## config.mk

```make
export PLATFORM = sky130hd
export DESIGN_NAME = c_subset_tokenizer_top
export DESIGN_NICKNAME = d
export VERILOG_FILES = /design/src/hw/rtl/cst_pkg.sv /design/src/hw/rtl/c_subset_tokenizer_top.sv /design/src/hw/rtl/cst_ctrl.sv /design/src/hw/rtl/cst_datapath.sv
export VERILOG_INCLUDE_DIRS = /design/src /design/src/hw/rtl
export SDC_FILE = /design/constraint.sdc
export NUM_CORES = 1
export LEC_CHECK = 0
export ABC_AREA = 1
export BUFFER_PORTS_ARGS = -buffer_cell sky130_fd_sc_hd__buf_4
export CAP_MARGIN = 20
export CORE_MARGIN = 2
export CORE_UTILIZATION = 40
export CTS_CLUSTER_DIAMETER = 30
export CTS_CLUSTER_SIZE = 30
export DETAILED_ROUTE_END_ITERATION = 16
export REMOVE_ABC_BUFFERS = 1
export SYNTH_ARGS = -nofsm -noshare
export SYNTH_HDL_FRONTEND = slang
export SYNTH_SLANG_ARGS = --single-unit
```

## constraint.sdc

```tcl
create_clock -name clk -period 6.65 [get_ports clk]
set_input_delay 0.9975 -clock clk [delete_from_list [all_inputs] [get_ports clk]]
set_output_delay 0.9975 -clock clk [all_outputs]
set_load 0.005 [all_outputs]
```

## src/hw/rtl/c_subset_tokenizer_top_macros.svh

```systemverilog
// ----------------------------------------------------------------------------
// c_subset_tokenizer_top_macros
// assertion macros shared by the tokenizer modules
// ----------------------------------------------------------------------------
`ifndef C_SUBSET_TOKENIZER_TOP_MACROS_SVH
`define C_SUBSET_TOKENIZER_TOP_MACROS_SVH

// consequent checked in the same cycle
`define CST_ASSERT_SAME(label, clk, rst_n, ante, cons, msg) \
	label: assert property (@(posedge clk) disable iff (!rst_n) (ante) |-> (cons)) \
		else $error(msg);

// consequent checked in the cycle after the antecedent
`define CST_ASSERT_NEXT(label, clk, rst_n, ante, cons, msg) \
	label: assert property (@(posedge clk) disable iff (!rst_n) (ante) |=> (cons)) \
		else $error(msg);

`endif

```

## src/hw/rtl/cst_pkg.sv

```systemverilog
// ----------------------------------------------------------------------------
// cst_pkg
// types, token codes and character classes of the c subset tokenizer
// ----------------------------------------------------------------------------
package cst_pkg;

	localparam int MAX_IDENT_LEN = 32;
	localparam int INT_WIDTH     = 32;
	localparam int IDX_W         = $clog2(MAX_IDENT_LEN);
	localparam int LEN_W         = $clog2(MAX_IDENT_LEN + 2);
	localparam int KW_LEN        = 6;

	localparam logic [4:0] TK_EOF    = 5'd0;
	localparam logic [4:0] TK_IDCHAR = 5'd1;
	localparam logic [4:0] TK_RETURN = 5'd2;
	localparam logic [4:0] TK_INT    = 5'd3;
	localparam logic [4:0] TK_LPAREN = 5'd4;
	localparam logic [4:0] TK_RPAREN = 5'd5;
	localparam logic [4:0] TK_LBRACE = 5'd6;
	localparam logic [4:0] TK_RBRACE = 5'd7;
	localparam logic [4:0] TK_COMMA  = 5'd8;
	localparam logic [4:0] TK_PLUS   = 5'd9;
	localparam logic [4:0] TK_STAR   = 5'd10;
	localparam logic [4:0] TK_SEMI   = 5'd11;
	localparam logic [4:0] TK_GT     = 5'd12;
	localparam logic [4:0] TK_LT     = 5'd13;
	localparam logic [4:0] TK_ASSIGN = 5'd14;
	localparam logic [4:0] TK_EQ     = 5'd15;
	localparam logic [4:0] TK_BAD    = 5'd16;
	localparam logic [4:0] TK_LONG   = 5'd17;

	localparam logic [7:0] CH_NUL   = 8'h00;
	localparam logic [7:0] CH_TAB   = 8'h09;
	localparam logic [7:0] CH_CR    = 8'h0d;
	localparam logic [7:0] CH_SPACE = 8'h20;
	localparam logic [7:0] CH_ZERO  = 8'h30;
	localparam logic [7:0] CH_NINE  = 8'h39;
	localparam logic [7:0] CH_EQ    = 8'h3d;
	localparam logic [7:0] CH_UNDER = 8'h5f;

	typedef enum logic [2:0] {
		MODE_IDLE    = 3'd0,
		MODE_IDENT   = 3'd1,
		MODE_INT     = 3'd2,
		MODE_EQ      = 3'd3,
		MODE_DISCARD = 3'd4
	} cst_mode_t;

	typedef enum logic [2:0] {
		ST_IDLE,
		ST_DECIDE,
		ST_READ,
		ST_CHAR,
		ST_FRESH
	} cst_state_t;

	// what ends with the current word before it is lexed on its own
	typedef enum logic [1:0] {
		PLAN_NONE,
		PLAN_ONE,
		PLAN_CHARS
	} cst_plan_t;

	typedef struct packed {
		logic load_ch;
		logic extend;
		logic flush_commit;
		logic rd_start;
		logic rd_issue;
		logic char_emit;
		logic fresh_commit;
	} cst_cmd_t;

	typedef struct packed {
		cst_plan_t plan;
		logic      fresh_run;
		logic      fresh_emit;
		logic      char_done;
		logic      out_free;
	} cst_status_t;

	function automatic logic is_letter(input logic [7:0] c);
		return (c >= "a" && c <= "z") || (c >= "A" && c <= "Z");
	endfunction

	function automatic logic is_digit(input logic [7:0] c);
		return c >= CH_ZERO && c <= CH_NINE;
	endfunction

	function automatic logic is_space(input logic [7:0] c);
		return c == CH_SPACE || (c >= CH_TAB && c <= CH_CR);
	endfunction

	function automatic logic is_ident_char(input logic [7:0] c);
		return is_letter(c) || is_digit(c) || c == CH_UNDER;
	endfunction

	// TK_EOF means not a single-character symbol
	function automatic logic [4:0] symbol_kind(input logic [7:0] c);
		logic [4:0] k;
		unique case (c)
			"(":     k = TK_LPAREN;
			")":     k = TK_RPAREN;
			"{":     k = TK_LBRACE;
			"}":     k = TK_RBRACE;
			",":     k = TK_COMMA;
			"+":     k = TK_PLUS;
			"*":     k = TK_STAR;
			";":     k = TK_SEMI;
			">":     k = TK_GT;
			"<":     k = TK_LT;
			default: k = TK_EOF;
		endcase
		return k;
	endfunction

	function automatic logic [7:0] kw_char(input logic [2:0] idx);
		logic [7:0] c;
		unique case (idx)
			3'd0:    c = "r";
			3'd1:    c = "e";
			3'd2:    c = "t";
			3'd3:    c = "u";
			3'd4:    c = "r";
			3'd5:    c = "n";
			default: c = CH_NUL;
		endcase
		return c;
	endfunction

	function automatic logic [31:0] int_out(input logic [INT_WIDTH-1:0] a);
		logic [63:0] w;
		w = 64'(a);
		return w[31:0];
	endfunction

endpackage

```

## src/hw/rtl/c_subset_tokenizer_top.sv

```systemverilog
// ----------------------------------------------------------------------------
// c_subset_tokenizer_top
// byte-serial lexer for a small c subset
// ----------------------------------------------------------------------------
// Takes one source byte per input word (byte 0 ends the source) and returns
// token words on the output channel; the last word caused by an input byte
// carries run_last. A byte that extends an identifier or integer, completes
// '==', or is dropped after an error passes through accept and decode only.
// Every other byte, whitespace between tokens included, also passes through
// a fresh-lex step that lexes it from between tokens. When an identifier
// ends, its characters are replayed from the identifier buffer, each read
// before it is sent, as the buffer has a single registered read port. Each
// result also waits for the one-deep output register to be free.

module c_subset_tokenizer_top import cst_pkg::*; (
	input  logic        clk,
	input  logic        arst_n,
	input  logic        in_valid,
	output logic        in_ready,
	input  logic [7:0]  ch,
	output logic        out_valid,
	input  logic        out_ready,
	output logic [4:0]  token_kind,
	output logic [31:0] int_value,
	output logic [7:0]  char_out,
	output logic        run_last
);

	cst_cmd_t    cmd;
	cst_status_t status;

	cst_ctrl u_ctrl (
		.clk      (clk),
		.arst_n   (arst_n),
		.in_valid (in_valid),
		.in_ready (in_ready),
		.status   (status),
		.cmd      (cmd)
	);

	cst_datapath u_datapath (
		.clk        (clk),
		.arst_n     (arst_n),
		.ch         (ch),
		.cmd        (cmd),
		.status     (status),
		.out_valid  (out_valid),
		.out_ready  (out_ready),
		.token_kind (token_kind),
		.int_value  (int_value),
		.char_out   (char_out),
		.run_last   (run_last)
	);

endmodule

```

## src/hw/rtl/cst_ctrl.sv

```systemverilog
// ----------------------------------------------------------------------------
// cst_ctrl
// sequencer: takes a word, then steps flush, identifier replay and fresh lex
// ----------------------------------------------------------------------------
`include "c_subset_tokenizer_top_macros.svh"

module cst_ctrl import cst_pkg::*; (
	input  logic        clk,
	input  logic        arst_n,
	input  logic        in_valid,
	output logic        in_ready,
	input  cst_status_t status,
	output cst_cmd_t    cmd
);

	cst_state_t state_q;
	cst_state_t state_d;

	always_ff @(posedge clk or negedge arst_n) begin
		if (!arst_n) begin
			state_q <= ST_IDLE;
		end else begin
			state_q <= state_d;
		end
	end

	always_comb begin
		state_d = state_q;
		unique case (state_q)
			ST_IDLE: begin
				if (in_valid) state_d = ST_DECIDE;
			end
			ST_DECIDE: begin
				unique case (status.plan)
					PLAN_ONE: begin
						if (status.out_free) state_d = status.fresh_run ? ST_FRESH : ST_IDLE;
					end
					PLAN_CHARS: state_d = ST_READ;
					default:    state_d = status.fresh_run ? ST_FRESH : ST_IDLE;
				endcase
			end
			ST_READ: state_d = ST_CHAR;
			ST_CHAR: begin
				if (status.out_free) state_d = status.char_done ? ST_FRESH : ST_READ;
			end
			ST_FRESH: begin
				if (!status.fresh_emit || status.out_free) state_d = ST_IDLE;
			end
			default: state_d = ST_IDLE;
		endcase
	end

	always_comb begin
		cmd      = '0;
		in_ready = 1'b0;
		unique case (state_q)
			ST_IDLE: begin
				in_ready    = 1'b1;
				cmd.load_ch = in_valid;
			end
			ST_DECIDE: begin
				unique case (status.plan)
					PLAN_ONE:   cmd.flush_commit = status.out_free;
					PLAN_CHARS: cmd.rd_start     = 1'b1;
					default:    cmd.extend       = !status.fresh_run;
				endcase
			end
			ST_READ:  cmd.rd_issue = 1'b1;
			ST_CHAR:  cmd.char_emit = status.out_free;
			ST_FRESH: cmd.fresh_commit = !status.fresh_emit || status.out_free;
			default: ;
		endcase
	end

	`CST_ASSERT_NEXT(a_accept_decide, clk, arst_n, in_valid && in_ready, state_q == ST_DECIDE, "accepted word did not go to decode")
	`CST_ASSERT_NEXT(a_read_then_char, clk, arst_n, state_q == ST_READ, state_q == ST_CHAR, "buffer read not followed by character")
	`CST_ASSERT_SAME(a_emit_free, clk, arst_n, cmd.flush_commit || cmd.char_emit || (cmd.fresh_commit && status.fresh_emit), status.out_free, "result issued while output register busy")

endmodule

```

## src/hw/rtl/cst_datapath.sv

```systemverilog
// ----------------------------------------------------------------------------
// cst_datapath
// lexer state, identifier buffer, integer accumulator and output register
// ----------------------------------------------------------------------------
`include "c_subset_tokenizer_top_macros.svh"

module cst_datapath import cst_pkg::*; (
	input  logic        clk,
	input  logic        arst_n,
	input  logic [7:0]  ch,
	input  cst_cmd_t    cmd,
	output cst_status_t status,
	output logic        out_valid,
	input  logic        out_ready,
	output logic [4:0]  token_kind,
	output logic [31:0] int_value,
	output logic [7:0]  char_out,
	output logic        run_last
);

	logic [7:0]           ch_q;
	cst_mode_t            mode_q;
	logic [LEN_W-1:0]     len_q;
	logic [INT_WIDTH-1:0] acc_q;
	logic                 match_q;
	logic [IDX_W-1:0]     rd_idx_q;
	logic [7:0]           rd_data_q;
	logic [7:0]           ident_mem [MAX_IDENT_LEN];

	logic                 out_valid_q;
	logic [4:0]           kind_q;
	logic [31:0]          value_q;
	logic [7:0]           char_q;
	logic                 last_q;

	logic                 c_letter, c_digit, c_space, c_under, c_eq, c_nul, c_sym, c_bad;
	logic [4:0]           sym_kind;
	logic                 fresh_emit;
	logic                 fresh_run;
	cst_plan_t            plan;
	logic [4:0]           flush_kind;
	logic                 char_done;
	logic                 out_free;
	logic                 len_room;
	logic                 wr_en;
	logic [IDX_W-1:0]     wr_addr;
	logic                 emit;
	logic [INT_WIDTH-1:0] acc_next;

	// character classes of the held word
	always_comb begin
		c_letter   = is_letter(ch_q);
		c_digit    = is_digit(ch_q);
		c_space    = is_space(ch_q);
		c_under    = ch_q == CH_UNDER;
		c_eq       = ch_q == CH_EQ;
		c_nul      = ch_q == CH_NUL;
		sym_kind   = symbol_kind(ch_q);
		c_sym      = sym_kind != TK_EOF;
		c_bad      = !(c_nul || c_space || c_letter || c_under || c_digit || c_eq || c_sym);
		fresh_emit = c_nul || c_sym || c_bad;
	end

	always_comb begin
		plan       = PLAN_NONE;
		fresh_run  = 1'b1;
		flush_kind = TK_EOF;
		unique case (mode_q)
			MODE_IDENT: begin
				if (is_ident_char(ch_q)) begin
					fresh_run = 1'b0;
				end else if (len_q > LEN_W'(MAX_IDENT_LEN)) begin
					plan       = PLAN_ONE;
					flush_kind = TK_LONG;
				end else if (len_q == LEN_W'(KW_LEN) && match_q) begin
					plan       = PLAN_ONE;
					flush_kind = TK_RETURN;
				end else begin
					plan = PLAN_CHARS;
				end
			end
			MODE_INT: begin
				if (c_digit) begin
					fresh_run = 1'b0;
				end else begin
					plan       = PLAN_ONE;
					flush_kind = TK_INT;
				end
			end
			MODE_EQ: begin
				plan       = PLAN_ONE;
				flush_kind = c_eq ? TK_EQ : TK_ASSIGN;
				fresh_run  = !c_eq;
			end
			MODE_DISCARD: fresh_run = c_nul;
			default: ;
		endcase
	end

	assign char_done = (LEN_W'(rd_idx_q) + LEN_W'(1)) == len_q;
	assign out_free  = !out_valid_q || out_ready;
	assign len_room  = len_q < LEN_W'(MAX_IDENT_LEN);
	// times ten as two shifted adds
	assign acc_next  = (acc_q << 3) + (acc_q << 1) + INT_WIDTH'(ch_q[3:0]);

	always_comb begin
		status.plan       = plan;
		status.fresh_run  = fresh_run;
		status.fresh_emit = fresh_emit;
		status.char_done  = char_done;
		status.out_free   = out_free;
	end

	// identifier buffer, one write and one registered read port
	assign wr_en   = (cmd.extend && mode_q == MODE_IDENT && len_room)
		|| (cmd.fresh_commit && (c_letter || c_under));
	assign wr_addr = cmd.fresh_commit ? '0 : len_q[IDX_W-1:0];

	always_ff @(posedge clk) begin
		if (wr_en) ident_mem[wr_addr] <= ch_q;
		if (cmd.rd_issue) rd_data_q <= ident_mem[rd_idx_q];
		if (cmd.load_ch) ch_q <= ch;
	end

	always_ff @(posedge clk or negedge arst_n) begin
		if (!arst_n) begin
			mode_q   <= MODE_IDLE;
			len_q    <= '0;
			acc_q    <= '0;
			match_q  <= 1'b0;
			rd_idx_q <= '0;
		end else begin
			if (cmd.extend) begin
				if (mode_q == MODE_IDENT) begin
					if (len_q <= LEN_W'(MAX_IDENT_LEN)) len_q <= len_q + LEN_W'(1);
					match_q <= match_q && len_q < LEN_W'(KW_LEN) && ch_q == kw_char(len_q[2:0]);
				end else if (mode_q == MODE_INT) begin
					acc_q <= acc_next;
				end
			end
			if (cmd.flush_commit) begin
				mode_q <= MODE_IDLE;
				acc_q  <= '0;
				len_q  <= '0;
			end
			if (cmd.rd_start) rd_idx_q <= '0;
			if (cmd.char_emit) begin
				rd_idx_q <= rd_idx_q + IDX_W'(1);
				if (char_done) begin
					mode_q <= MODE_IDLE;
					len_q  <= '0;
				end
			end
			if (cmd.fresh_commit) begin
				if (c_nul) begin
					mode_q <= MODE_IDLE;
					len_q  <= '0;
					acc_q  <= '0;
				end else if (c_space || c_sym) begin
					mode_q <= MODE_IDLE;
				end else if (c_letter || c_under) begin
					mode_q  <= MODE_IDENT;
					len_q   <= LEN_W'(1);
					match_q <= ch_q == kw_char(3'd0);
				end else if (c_digit) begin
					mode_q <= MODE_INT;
					acc_q  <= INT_WIDTH'(ch_q[3:0]);
				end else if (c_eq) begin
					mode_q <= MODE_EQ;
				end else begin
					mode_q <= MODE_DISCARD;
				end
			end
		end
	end

	// output register
	assign emit = cmd.flush_commit || cmd.char_emit || (cmd.fresh_commit && fresh_emit);

	always_ff @(posedge clk or negedge arst_n) begin
		if (!arst_n) begin
			out_valid_q <= 1'b0;
		end else if (emit) begin
			out_valid_q <= 1'b1;
		end else if (out_ready) begin
			out_valid_q <= 1'b0;
		end
	end

	always_ff @(posedge clk) begin
		if (cmd.flush_commit) begin
			kind_q  <= flush_kind;
			value_q <= (flush_kind == TK_INT) ? int_out(acc_q) : 32'd0;
			char_q  <= CH_NUL;
			last_q  <= !(fresh_run && fresh_emit);
		end else if (cmd.char_emit) begin
			kind_q  <= TK_IDCHAR;
			value_q <= 32'd0;
			char_q  <= rd_data_q;
			last_q  <= char_done && !fresh_emit;
		end else if (cmd.fresh_commit && fresh_emit) begin
			kind_q  <= c_nul ? TK_EOF : (c_sym ? sym_kind : TK_BAD);
			value_q <= 32'd0;
			char_q  <= c_bad ? ch_q : CH_NUL;
			last_q  <= 1'b1;
		end
	end

	assign out_valid  = out_valid_q;
	assign token_kind = kind_q;
	assign int_value  = value_q;
	assign char_out   = char_q;
	assign run_last   = last_q;

	`CST_ASSERT_SAME(a_len_bound, clk, arst_n, 1'b1, len_q <= LEN_W'(MAX_IDENT_LEN + 1), "identifier length past saturation")
	`CST_ASSERT_SAME(a_ident_nonempty, clk, arst_n, mode_q == MODE_IDENT, len_q != '0, "identifier mode with empty buffer")
	`CST_ASSERT_SAME(a_replay_short, clk, arst_n, cmd.char_emit || cmd.rd_issue, len_q <= LEN_W'(MAX_IDENT_LEN), "replay of an overlong identifier")

endmodule
```

**After elaboration in Yosys (flattened, before gate mapping)**

Memories as Yosys holds them, arrays and structs flattened. A register that Yosys moved wholly into a read port is not among the register bits.
Index checks and enable logic that the tools add are counted.

- Register bits: 105
- RAM bits: 256
- Input port bits: 12
- Output and inout port bits: 48
- Word-level logic and storage cells: 207
- Memories kept: 1

Memory list:

| memory | words | width | read ports | clocked after memory_dff | write ports | RTL line | source |
|---|---|---|---|---|---|---|---|
| u_datapath.ident_mem | 32 | 8 | 1 | 1 | 1 | cst_datapath.sv:28 | `logic [7:0] ident_mem [MAX_IDENT_LEN];` |

- Add/sub/neg operators: 5
- $lt $le $gt $ge: 12
- Equality and inequality tests: 37
- Muxes and demuxes: 91
- Reduce and logical (&&, ||, !) cells: 49

Operators by type and width:

| cell | count |
|---|---|
| 32-bit 2-to-1 mux | 13 |
| 8-bit by 6-bit equality test with 1-bit output (second input constant) | 10 |
| 6-bit 2-to-1 mux | 10 |
| 5-bit 2-to-1 mux | 10 |
| 3-bit 2-to-1 mux | 16 |
| 8-bit 2-to-1 mux | 5 |
| 4-bit one-hot mux with 10 select lines | 1 |
| 7-bit one-hot mux with 5 select lines | 1 |
| 32-bit adder | 1 |
| 32-bit by 4-bit adder with 32-bit output | 1 |
| 8-bit by 7-bit equality test with 1-bit output (second input constant) | 4 |
| 1-bit 2-to-1 mux | 25 |
| 1-bit logical OR | 19 |
| 3-bit by 2-bit equality test with 1-bit output (second input constant) | 6 |
| 8-bit by 7-bit greater-or-equal comparator with 1-bit output (second input constant) | 2 |
| 8-bit by 7-bit <= comparator with 1-bit output (second input constant) | 2 |
| 3-bit one-hot mux with 5 select lines | 1 |
| 5-bit one-hot mux with 3 select lines | 1 |
| 1-bit logical AND | 13 |
| 3-bit equality test (second input constant) | 4 |
| 2-bit 2-to-1 mux | 5 |
| 3-bit by 1-bit equality test with 1-bit output (second input constant) | 3 |
| 8-bit equality test | 1 |
| 8-bit by 4-bit greater-or-equal comparator with 1-bit output (second input constant) | 1 |
| other kinds (29) | 39 |

**Logic depth before layout (Yosys ltp)**

Gate-level depths: netlist of run 1.

- Depth after elaboration: 20
- Mapped depth: 22
- Gate-level depth less buffers: 22

**By module**

Synthesis of run 1 repeated with hierarchy kept, for this count alone.

- Cell total of the unflattened synthesis: 1827
- Area, all modules: 17915.9 um^2

By module, submodules not included:

| module | instances | cells each | area each (um^2) | seq. area each (um^2) |
|---|---|---|---|---|
| cst_datapath | 1 | 1772 | 17590.6 | 10670.2 |
| cst_ctrl | 1 | 55 | 325.3 | 75.1 |

**Worst setup path after synthesis of run 1**

No wires, ideal clock.

- Path type: flip-flop to flip-flop
- Start: register u_datapath.ch_q[3]
- End: register u_datapath.value_q[0], in the netlist u_datapath.int_value[0] (enable)
- Library setup time: 396 ps
- Data arrival time: 3440 ps
- Required time: 6254 ps
- Setup slack: 2815 ps
- Cell stages (with the launch flop): 18
- Buffers on the path: 2
- Period minus slack after synthesis: 3835 ps
- Cells stage by stage: edfxtp_1 > buf_4 > inv_2 > nor2_8 > nand2_1 > nand2_1 > nand2_1 > nand2_1 > nand3_1 > o21ai_0 > inv_1 > nand2_1 > ha_1 > nand3_1 > clkbuf_1 > nand2_1 > inv_1 > nand2_1

- Cells in the longest elaborated chain, start to end: 16
- Elaborated cells between the ends (all ways): 52
- Classes of those cells: order compare (8); eq/ne (14); mux (7); reduce/logical (23)

RTL lines:

| item | RTL line | source |
|---|---|---|
| from (decl) | cst_datapath.sv:21 | `logic [7:0] ch_q;` |
| from (signal assigned) | cst_datapath.sv:122 | `if (cmd.load_ch) ch_q <= ch;` |
| branches (longest 15 deep; another with 8-bit by 7-bit greater-or-equal comparator with 1-bit output) | -- |  |
| 3-bit nonzero test (no source line) * | -- |  |
| to (signal assigned) | cst_datapath.sv:193 | `value_q <= (flush_kind == TK_INT) ? int_out(acc_q) : 32'd0;` |
| to (decl) | cst_datapath.sv:32 | `logic [31:0] value_q;` |

Every way passes the cells marked *.
A chain may end at the register's enable or synchronous reset.

**Worst setup path after layout of run 1**

- Start: register u_datapath.ch_q[2]
- End: register u_datapath.value_q[15], in the netlist u_datapath.int_value[15] (enable)

Same word-level chain as after synthesis.

==> results of run 1 <==
## cells in the final DEF (no fill, tap or decap), types with 5 or more instances in the layout
master / netlist / routed
clkinv_1: 1 / 9
o21ai_0: 211 / 211
clkbuf_16: 0 / 80
ha_1: 66 / 66
xor2_1: 18 / 18
nor2_4: 5 / 5
o22ai_1: 81 / 81
nor3_1: 17 / 17
o31ai_1: 5 / 5
inv_1: 129 / 128
nor2_1: 352 / 352
clkinv_4: 0 / 7
dfrtp_1: 51 / 50
edfxtp_1: 310 / 310
buf_4: 4 / 73
clkinv_2: 0 / 9
a21oi_1: 51 / 51
bufinv_16: 0 / 11
nand4_1: 22 / 22
dfxtp_1: 8 / 8
clkbuf_8: 0 / 7
nand2_2: 9 / 10
inv_2: 13 / 13
clkbuf_1: 58 / 15
xnor2_1: 11 / 11
nand2_1: 280 / 279
nand3_1: 56 / 56
## worst paths after layout
kind | startpoint | end | slack (ps) | cells after the start
max in group asynchronous | arst_n | u_datapath.rd_idx_q[0] | 5620 | 1
max reg2reg | u_datapath.ch_q[2] | u_datapath.int_value[15] | 2200 | 15
min reg2reg | u_datapath.acc_q[31] | u_datapath.acc_q[31] | 520 | 2
min in group clk | u_datapath.acc_q[31] | u_datapath.acc_q[31] | 520 | 2
min | arst_n | u_datapath.acc_q[12] | 470 | 1
max | u_datapath.ch_q[2] | u_datapath.int_value[15] | 2200 | 15
## cell usage after synthesis, drive strengths merged (8+ instances only)
cell type,instances,area (um^2)
xor2,18,158
buf,19,121
dfxtp,8,160
nor3,17,85.1
nand3,63,373
nand4,26,223
xnor2,11,96.3
dfrtp,51,1280
o21ai,214,1080
clkbuf,58,218
a21oi,51,255
nor2,362,1440
edfxtp,310,9310
ha,66,826
o22ai,81,507
nand2,290,1120
inv,142,533
## final cells by class
cell class | instances | area [um^2]
clock buffers | 102 | 2150
repair buffers | 74 | 576
clock inverters | 44 | 624
well taps | 592 | 741
inverters | 143 | 538
multi-input cells | 1236 | 6450
flip-flops and latches | 369 | 10700
fillers | 4065 | 22600
## flip-flops by register name, indices dropped and copies added, names as in the netlist
| signal | count |
|---|---|
| u_ctrl.state_q | 3 |
| u_datapath.acc_q | 32 |
| u_datapath.ch_q | 8 |
| u_datapath.char_out | 8 |
| u_datapath.ident_mem | 256 |
| u_datapath.int_value | 32 |
| u_datapath.len_q | 6 |
| u_datapath.match_q | 1 |
| u_datapath.mode_q | 3 |
| u_datapath.out_valid | 1 |
| u_datapath.rd_data_q | 8 |
| u_datapath.rd_idx_q | 5 |
| u_datapath.run_last | 1 |
| u_datapath.token_kind | 5 |
## per-layer routing
layer,routed length (um),vias to the layer above
met1,20600,6581
met5,0,-
li1,-,6504
met2,22800,470
met4,1580,0
met3,3010,113
## power by group
group          total [mW]  internal (mW)  switching, mW  leakage, nW
Clock                4.01           2.72           1.29         1.34
Combinational        4.23           1.43           2.80         3.89
Sequential           3.20           2.88          0.313         3.50
## kinds of logic after synthesis
| group | after synthesis |
|---|---|
| AOI/OAI and AO/OA | 368 |
| xor gates and xnor gates | 29 |
| adders and majority gates | 68 |
| buffers and inverters | 220 |
| DFF | 369 |
| and+or+nand+nor | 771 |
==> tab_implementation.tex, run 1 <==
\begin{tabular}{lr}
\hline
Metric & Value \\
\hline
\multicolumn{2}{l}{\textbf{Power and ir drop}} \\
Power density normalized to cell area & 524 mW/mm\^{}2 \\
Leakage power of the design & 8.73 nW \\
IR drop worst, VDD & roughly 0.00034 V \\
Total power draw & around 11 mW \\
\multicolumn{2}{l}{\textbf{Synthesis}} \\
Simple-gate share of the synthesized area & 18.4\% \\
Synthesized cell area & about 0.018 mm\^{}2 \\
Number of instances in the synthesized netlist & 1825 \\
Main combinational cell family by area after synthesis & simple AND/OR/NAND/NOR gates \\
Number of distinct library cells after synthesis & 47 \\
Multiplexer share of the synthesized area & 0\% \\
Count of flip-flops with a built-in enable after synthesis & 310 \\
Area share of fa/ha/maj cells after synthesis & 4.79\% \\
Flops \& latches, synth & 369 \\
Synthesized area divided by synthesized cell count & 9.90 um\^{}2 \\
Prevailing post-synth register cell & edfxtp\_1 \\
Post-synthesis async set-or-reset flop share & 13.8\% \\
Count of yosys warnings during synthesis & 0 \\
Compound-gate portion of the synthesized area & 11.1\% \\
Xor/xnor share of the synthesized area & 1.41\% \\
Register area share after synthesis & between 50 and 60\% \\
\multicolumn{2}{l}{\textbf{Placement}} \\
Setup slack at placement & 2270 ps \\
Total half-perimeter wirelength after legalization and detailed placement & approximately 32000 um \\
Number of I/O port buffers & 59 \\
Placed cell count & 2413 \\
Area post-placement & 0.0190 mm\^{}2 \\
Global placer's final weighted congestion & between 0.9 and 1 \\
\multicolumn{2}{l}{\textbf{Layout}} \\
Number of standard cells in the layout, taps in and fillers out & 2560 \\
Post-layout net count & 1984 \\
Area of all placed cells without fillers & $\sim$0.022 mm\^{}2 \\
Layout overhead on the synthesized area & 20.8\% \\
Layout cell share with drive strength beyond 1 & 12.7\% \\
Antenna cell count & 0 \\
Final core utilization & approximately 49\% \\
\multicolumn{2}{l}{\textbf{STA}} \\
Slew Limit Fails & 0 \\
Setup violators final & 0 \\
Slew at the pin closest to its max-slew limit & 972 ps \\
Worst hold slack & 469 ps \\
Setup repair after global routing missed its margin & no \\
Min cycle time layout & 4450 ps \\
Fin crit share & between 60\% and 70\% \\
Final sum of negative setup slack & 0 ps \\
Final worst clock skew & 35.2 ps \\
Slew Limit Headroom & 35.0\% \\
Fin. Hold Viols & 0 \\
Final worst setup slack & 2200 ps \\
Maximum achievable frequency & 225 MHz \\
\multicolumn{2}{l}{\textbf{GRT}} \\
Global-route usage over all layers & 20.7\% \\
Via count of the first global-routing pass & about 14000 \\
Antenna violations before repair & 0 \\
Maximum number of pins on one net before global-route repair & 80 \\
Global route total overflow & 0 \\
Global Route met2 Usage & about 34\% \\
Fraction of met1 tracks used by global routing & 26.7\% \\
Gr busiest metal & met2 \\
Grt met3 use & 4.21\% \\
Global-route wire length before repair & 75600 um \\
\multicolumn{2}{l}{\textbf{CTS}} \\
Post-CTS resize count & 0 \\
Number of clock buffers inserted by TritonCTS & 80 \\
Number of sinks on the clock net & 369 \\
Cell at the root of the clock tree & clkbuf\_16 \\
Hold buffer count at cts & 0 \\
Number of buffers inserted by post-CTS setup repair & 0 \\
Deepest clock path buffer count & 3 \\
CTS clock-pin slew for the worst setup and hold paths & 50 ps \\
Deepest level of the CTS H-tree & 3 \\
Clock network latency to the later pin of the worst-skew pair & just over 600 ps \\
TritonCTS clock tree & yes \\
\multicolumn{2}{l}{\textbf{Job}} \\
Count of maximum capacitance violations & 0 \\
\multicolumn{2}{l}{\textbf{Worst setup path}} \\
Kind of cell with the highest combined delay on the critical path & simple AND/OR/NAND/NOR gates \\
Worst-path cell with the longest stage delay & edfxtp\_1 \\
Crit path required time & 6840 ps \\
Kind of launch point of the worst setup path & flop \\
Critical Path, Cell by Cell & nor2\_4 -> nor2\_8 -> nand2\_1 -> nand2\_1 -> nand2\_1 -> nand2\_1 -> nand3\_1 -> o21ai\_0 -> inv\_1 -> nand2\_1 -> ha\_1 -> nand3\_1 -> nand2\_1 -> inv\_1 -> nand2\_2 \\
Number of buffer and inverter stages on the critical path & 2 \\
CP Class & reg2reg \\
Endpoint kind of the worst setup timing path & flop \\
Stage delay of the slowest cell on the critical path & 920 ps \\
Most frequent cell on the critical path & nand2\_1 \\
WP data arrival & 4640 ps \\
Maximum net fanout on the critical path & 38 \\
\multicolumn{2}{l}{\textbf{Detailed routing}} \\
Drt total wl & 48000 um \\
WL/cell & 18.8 um \\
DR vias & $\sim$14000 \\
DRT Pass-1 Iters & 5 \\
Vias per std cell & 5.34 \\
Number of nets still failing antenna checks after routing & 0 \\
Number of design-rule violations left by the first detailed-router iteration & 1345 \\
Remaining routing DRC violations & 0 \\
\multicolumn{2}{l}{\textbf{Floorplan}} \\
Die height & 217 um \\
Placement Rows & 77 \\
Starting utilization of the core area & slightly above 40\% \\
Die W & 217 um \\
Floorplan die area & 0.0469 mm\^{}2 \\
\# IOs & 60 \\
Total core area & 0.0444 mm\^{}2 \\
\multicolumn{2}{l}{\textbf{Hold path}} \\
Class of the tightest hold or removal check & in2async \\
\multicolumn{2}{l}{\textbf{Status}} \\
Result of the run & complete, no violations \\
\hline
\end{tabular}
Power figures use the tool's default switching activity.
==> run 2: changes to the inputs <==
clock period = 4.43 ns   (was 6.65 ns; I/O delays follow)
==> tab_implementation.tex, run 2 (same netlist as run 1, synthesis figures left out) <==
\begin{tabular}{lr}
\hline
Metric & Value \\
\hline
\multicolumn{2}{l}{\textbf{Status}} \\
Result of the run & complete, no violations \\
\multicolumn{2}{l}{\textbf{Worst setup path}} \\
Most frequent cell on the critical path & nand2\_1 \\
Stage delay of the slowest cell on the critical path & 680 ps (-240 ps) \\
Critical path depth in cells & 18 (+3) \\
Kind of cell with the highest combined delay on the critical path & simple AND/OR/NAND/NOR gates \\
CP Class & reg2reg \\
Number of buffer and inverter stages on the critical path & 3 (+1) \\
Maximum net fanout on the critical path & 8 (-79\%) \\
Worst Reg2Reg Path Length in Cells & 18 (+3) \\
Critical Path, Cell by Cell & nand2\_2 -> nor2\_1 -> nand3\_1 -> nand2\_1 -> nand2\_1 -> nand3\_1 -> inv\_1 -> nand3\_1 -> nand2\_1 -> ha\_1 -> nand2\_1 -> inv\_1 -> nand3\_4 -> nor2\_4 -> inv\_2 -> nor2\_4 -> nand3\_2 -> nor2\_1 \\
Kind of launch point of the worst setup path & flop \\
Endpoint kind of the worst setup timing path & flop \\
Crit path required time & 4680 ps (-2160 ps) \\
Worst-path cell with the longest stage delay & nor2\_1 \\
WP data arrival & 4140 ps (-500 ps) \\
\multicolumn{2}{l}{\textbf{CTS}} \\
Number of sinks on the clock net & 369 (unchanged) \\
Deepest clock path buffer count & 3 (unchanged) \\
TritonCTS clock tree & yes \\
Number of buffers inserted by post-CTS setup repair & 0 (unchanged) \\
Deepest level of the CTS H-tree & 3 (unchanged) \\
Number of clock buffers inserted by TritonCTS & 83 (+3.8\%) \\
Post-CTS resize count & 0 (unchanged) \\
CTS clock-pin slew for the worst setup and hold paths & 40 ps (about the same) \\
Hold buffer count at cts & 0 (unchanged) \\
Cell at the root of the clock tree & clkbuf\_16 \\
Clock network latency to the later pin of the worst-skew pair & 630 ps (+20 ps) \\
\multicolumn{2}{l}{\textbf{Hold path}} \\
Class of the tightest hold or removal check & in2async \\
\multicolumn{2}{l}{\textbf{STA}} \\
Setup violators final & 0 (unchanged) \\
Slew Limit Fails & 0 (unchanged) \\
Slew Limit Headroom & 35.0\% (+0.035 points) \\
Worst hold slack & 128 ps (-341 ps) \\
Maximum achievable frequency & 257 MHz (+14\%) \\
Min cycle time layout & 3890 ps (-559 ps) \\
Fin. Hold Viols & 0 (unchanged) \\
Slew at the pin closest to its max-slew limit & 974 ps (+1.84 ps) \\
Setup repair after global routing missed its margin & no \\
Final worst clock skew & 29.8 ps (-5.39 ps) \\
Fin crit share & 87.8\% (+21 points) \\
\multicolumn{2}{l}{\textbf{Floorplan}} \\
Floorplan die area & 0.0469 mm\^{}2 (unchanged) \\
Die height & 217 um (unchanged) \\
\# IOs & 60 (unchanged) \\
Placement Rows & 77 (unchanged) \\
Starting utilization of the core area & 40.7\% (unchanged) \\
Die W & 217 um (unchanged) \\
Total core area & 0.0444 mm\^{}2 (unchanged) \\
\multicolumn{2}{l}{\textbf{GRT}} \\
Via count of the first global-routing pass & 14000 (+2.1\%) \\
Maximum number of pins on one net before global-route repair & 68 (-15\%) \\
Global-route wire length before repair & 76700 um (+1.6\%) \\
Global route total overflow & 0 (unchanged) \\
Global-route usage over all layers & 21.2\% (+0.44 points) \\
Antenna violations before repair & 3 (+3) \\
\multicolumn{2}{l}{\textbf{Detailed routing}} \\
Drt total wl & 49400 um (+2.7\%) \\
Number of nets still failing antenna checks after routing & 0 (unchanged) \\
DRT Pass-1 Iters & 8 (+3) \\
WL/cell & 19.1 um (+1.9\%) \\
Remaining routing DRC violations & 0 (unchanged) \\
Vias per std cell & 5.37 (+0.52\%) \\
DR vias & 13900 (+1.4\%) \\
Number of design-rule violations left by the first detailed-router iteration & 1286 (-4.4\%) \\
\multicolumn{2}{l}{\textbf{Placement}} \\
Total half-perimeter wirelength after legalization and detailed placement & 32800 um (+3.1\%) \\
Area post-placement & 0.0192 mm\^{}2 (+0.68\%) \\
Global placer's final weighted congestion & 0.933 (+2.5\%) \\
Number of I/O port buffers & 59 (unchanged) \\
\multicolumn{2}{l}{\textbf{Layout}} \\
Post-layout net count & 2000 (+0.81\%) \\
Largest reg by FF count & u\_datapath.ident\_mem \\
Leading cell types in the layout, fill and taps excluded & 352 x nor2\_1, 310 x edfxtp\_1, 279 x nand2\_1 \\
Final-layout fill cell count & 4048 (-0.42\%) \\
Layout overhead on the synthesized area & 22.1\% \\
Flip-flop count of the largest register after layout & 256 (unchanged) \\
Area of all placed cells without fillers & 0.0221 mm\^{}2 (+1.1\%) \\
Commonest non-fill, non-tap cell in the layout & nor2\_1 \\
Layout cell share with drive strength beyond 1 & 13.7\% (+1.0 points) \\
\multicolumn{2}{l}{\textbf{Power and ir drop}} \\
Power density normalized to cell area & 794 mW/mm\^{}2 (+52\%) \\
Leakage power of the design & 8.85 nW (+1.4\%) \\
IR drop worst, VDD & 0.000483 V (+41\%) \\
\multicolumn{2}{l}{\textbf{Job}} \\
Count of maximum capacitance violations & 0 (unchanged) \\
\hline
\end{tabular}
## run 2: cell count changes in the layout (fill, tap and decap cells not counted), sizes merged, moves of 2 or more
cell,delta
buf,+13
bufinv,+2
clkbuf,-9
clkinv,+3
clkinvlp,+5
inv,+7
## run 2: final timing paths
path,slack [ps],to,start
worst min-delay path,130,u_datapath.acc_q[7],arst_n
worst min register to register,510,u_datapath.char_out[4],u_datapath.char_out[4]
worst max-delay path,540,u_datapath.ident_mem[23][3],u_datapath.ch_q[2]
min in group clk,230,u_datapath.ch_q[5],ch[5]
max in group asynchronous,3740,u_datapath.rd_idx_q[0],arst_n
worst max register to register,540,u_datapath.ident_mem[23][3],u_datapath.ch_q[2]
## run 2: layer usage
| layer | vias to the layer above | GRT usage [%] | wire [um] |
|---|---|---|---|
| met1 | 6737 | 26.6 | 20600 |
| met2 | 481 | 35.7 | 23900 |
| met4 | 4 | 8.36 | 1400 |
| li1 | 6541 | - | - |
| met5 | - | 0 | 30 |
| met3 | 94 | 4.49 | 3400 |
## run 2: final cells by class
cell class / instances / area (um^2) / area share [%]
clock buffer: 93 / 2120 / 9.63
multi-input combinational: 1236 / 6450 / 29.2
timing repair buffer: 87 / 678 / 3.07
antenna: 1 / 2.50 / 0.0113
sequential: 369 / 10700 / 48.7
clock inverter: 61 / 781 / 3.54
inverter: 143 / 538 / 2.44
tap: 592 / 741 / 3.36
## run 2: power by group
| part | internal [mW] | total, mW | switching (mW) |
|---|---|---|---|
| clock | 4.24 | 6.29 | 2.05 |
| sequential | 4.33 | 4.68 | 0.351 |
| combinational | 2.20 | 6.55 | 4.35 |
## run 2: metrics by stage
| stage | total power [mW] | cells | setup WS, ps | TNS (ps) | utilization [%] |
|---|---|---|---|---|---|
| 3_5_place_dp | 11.2 | 2427 | 579 | 0 | 43.1 |
| 6_report | 17.5 | 2582 | 539 | 0 | 49.7 |
| 4_1_cts | 17.5 | 2581 | 572 | 0 | 49.7 |
| 3_3_place_gp | 11.2 | 2427 | 658 | 0 | 43.1 |
| 5_1_grt | 18.6 | 2581 | 210 | 0 | 49.7 |
| 2_1_floorplan | 9.09 | 1748 | -692 | -11700 | - |
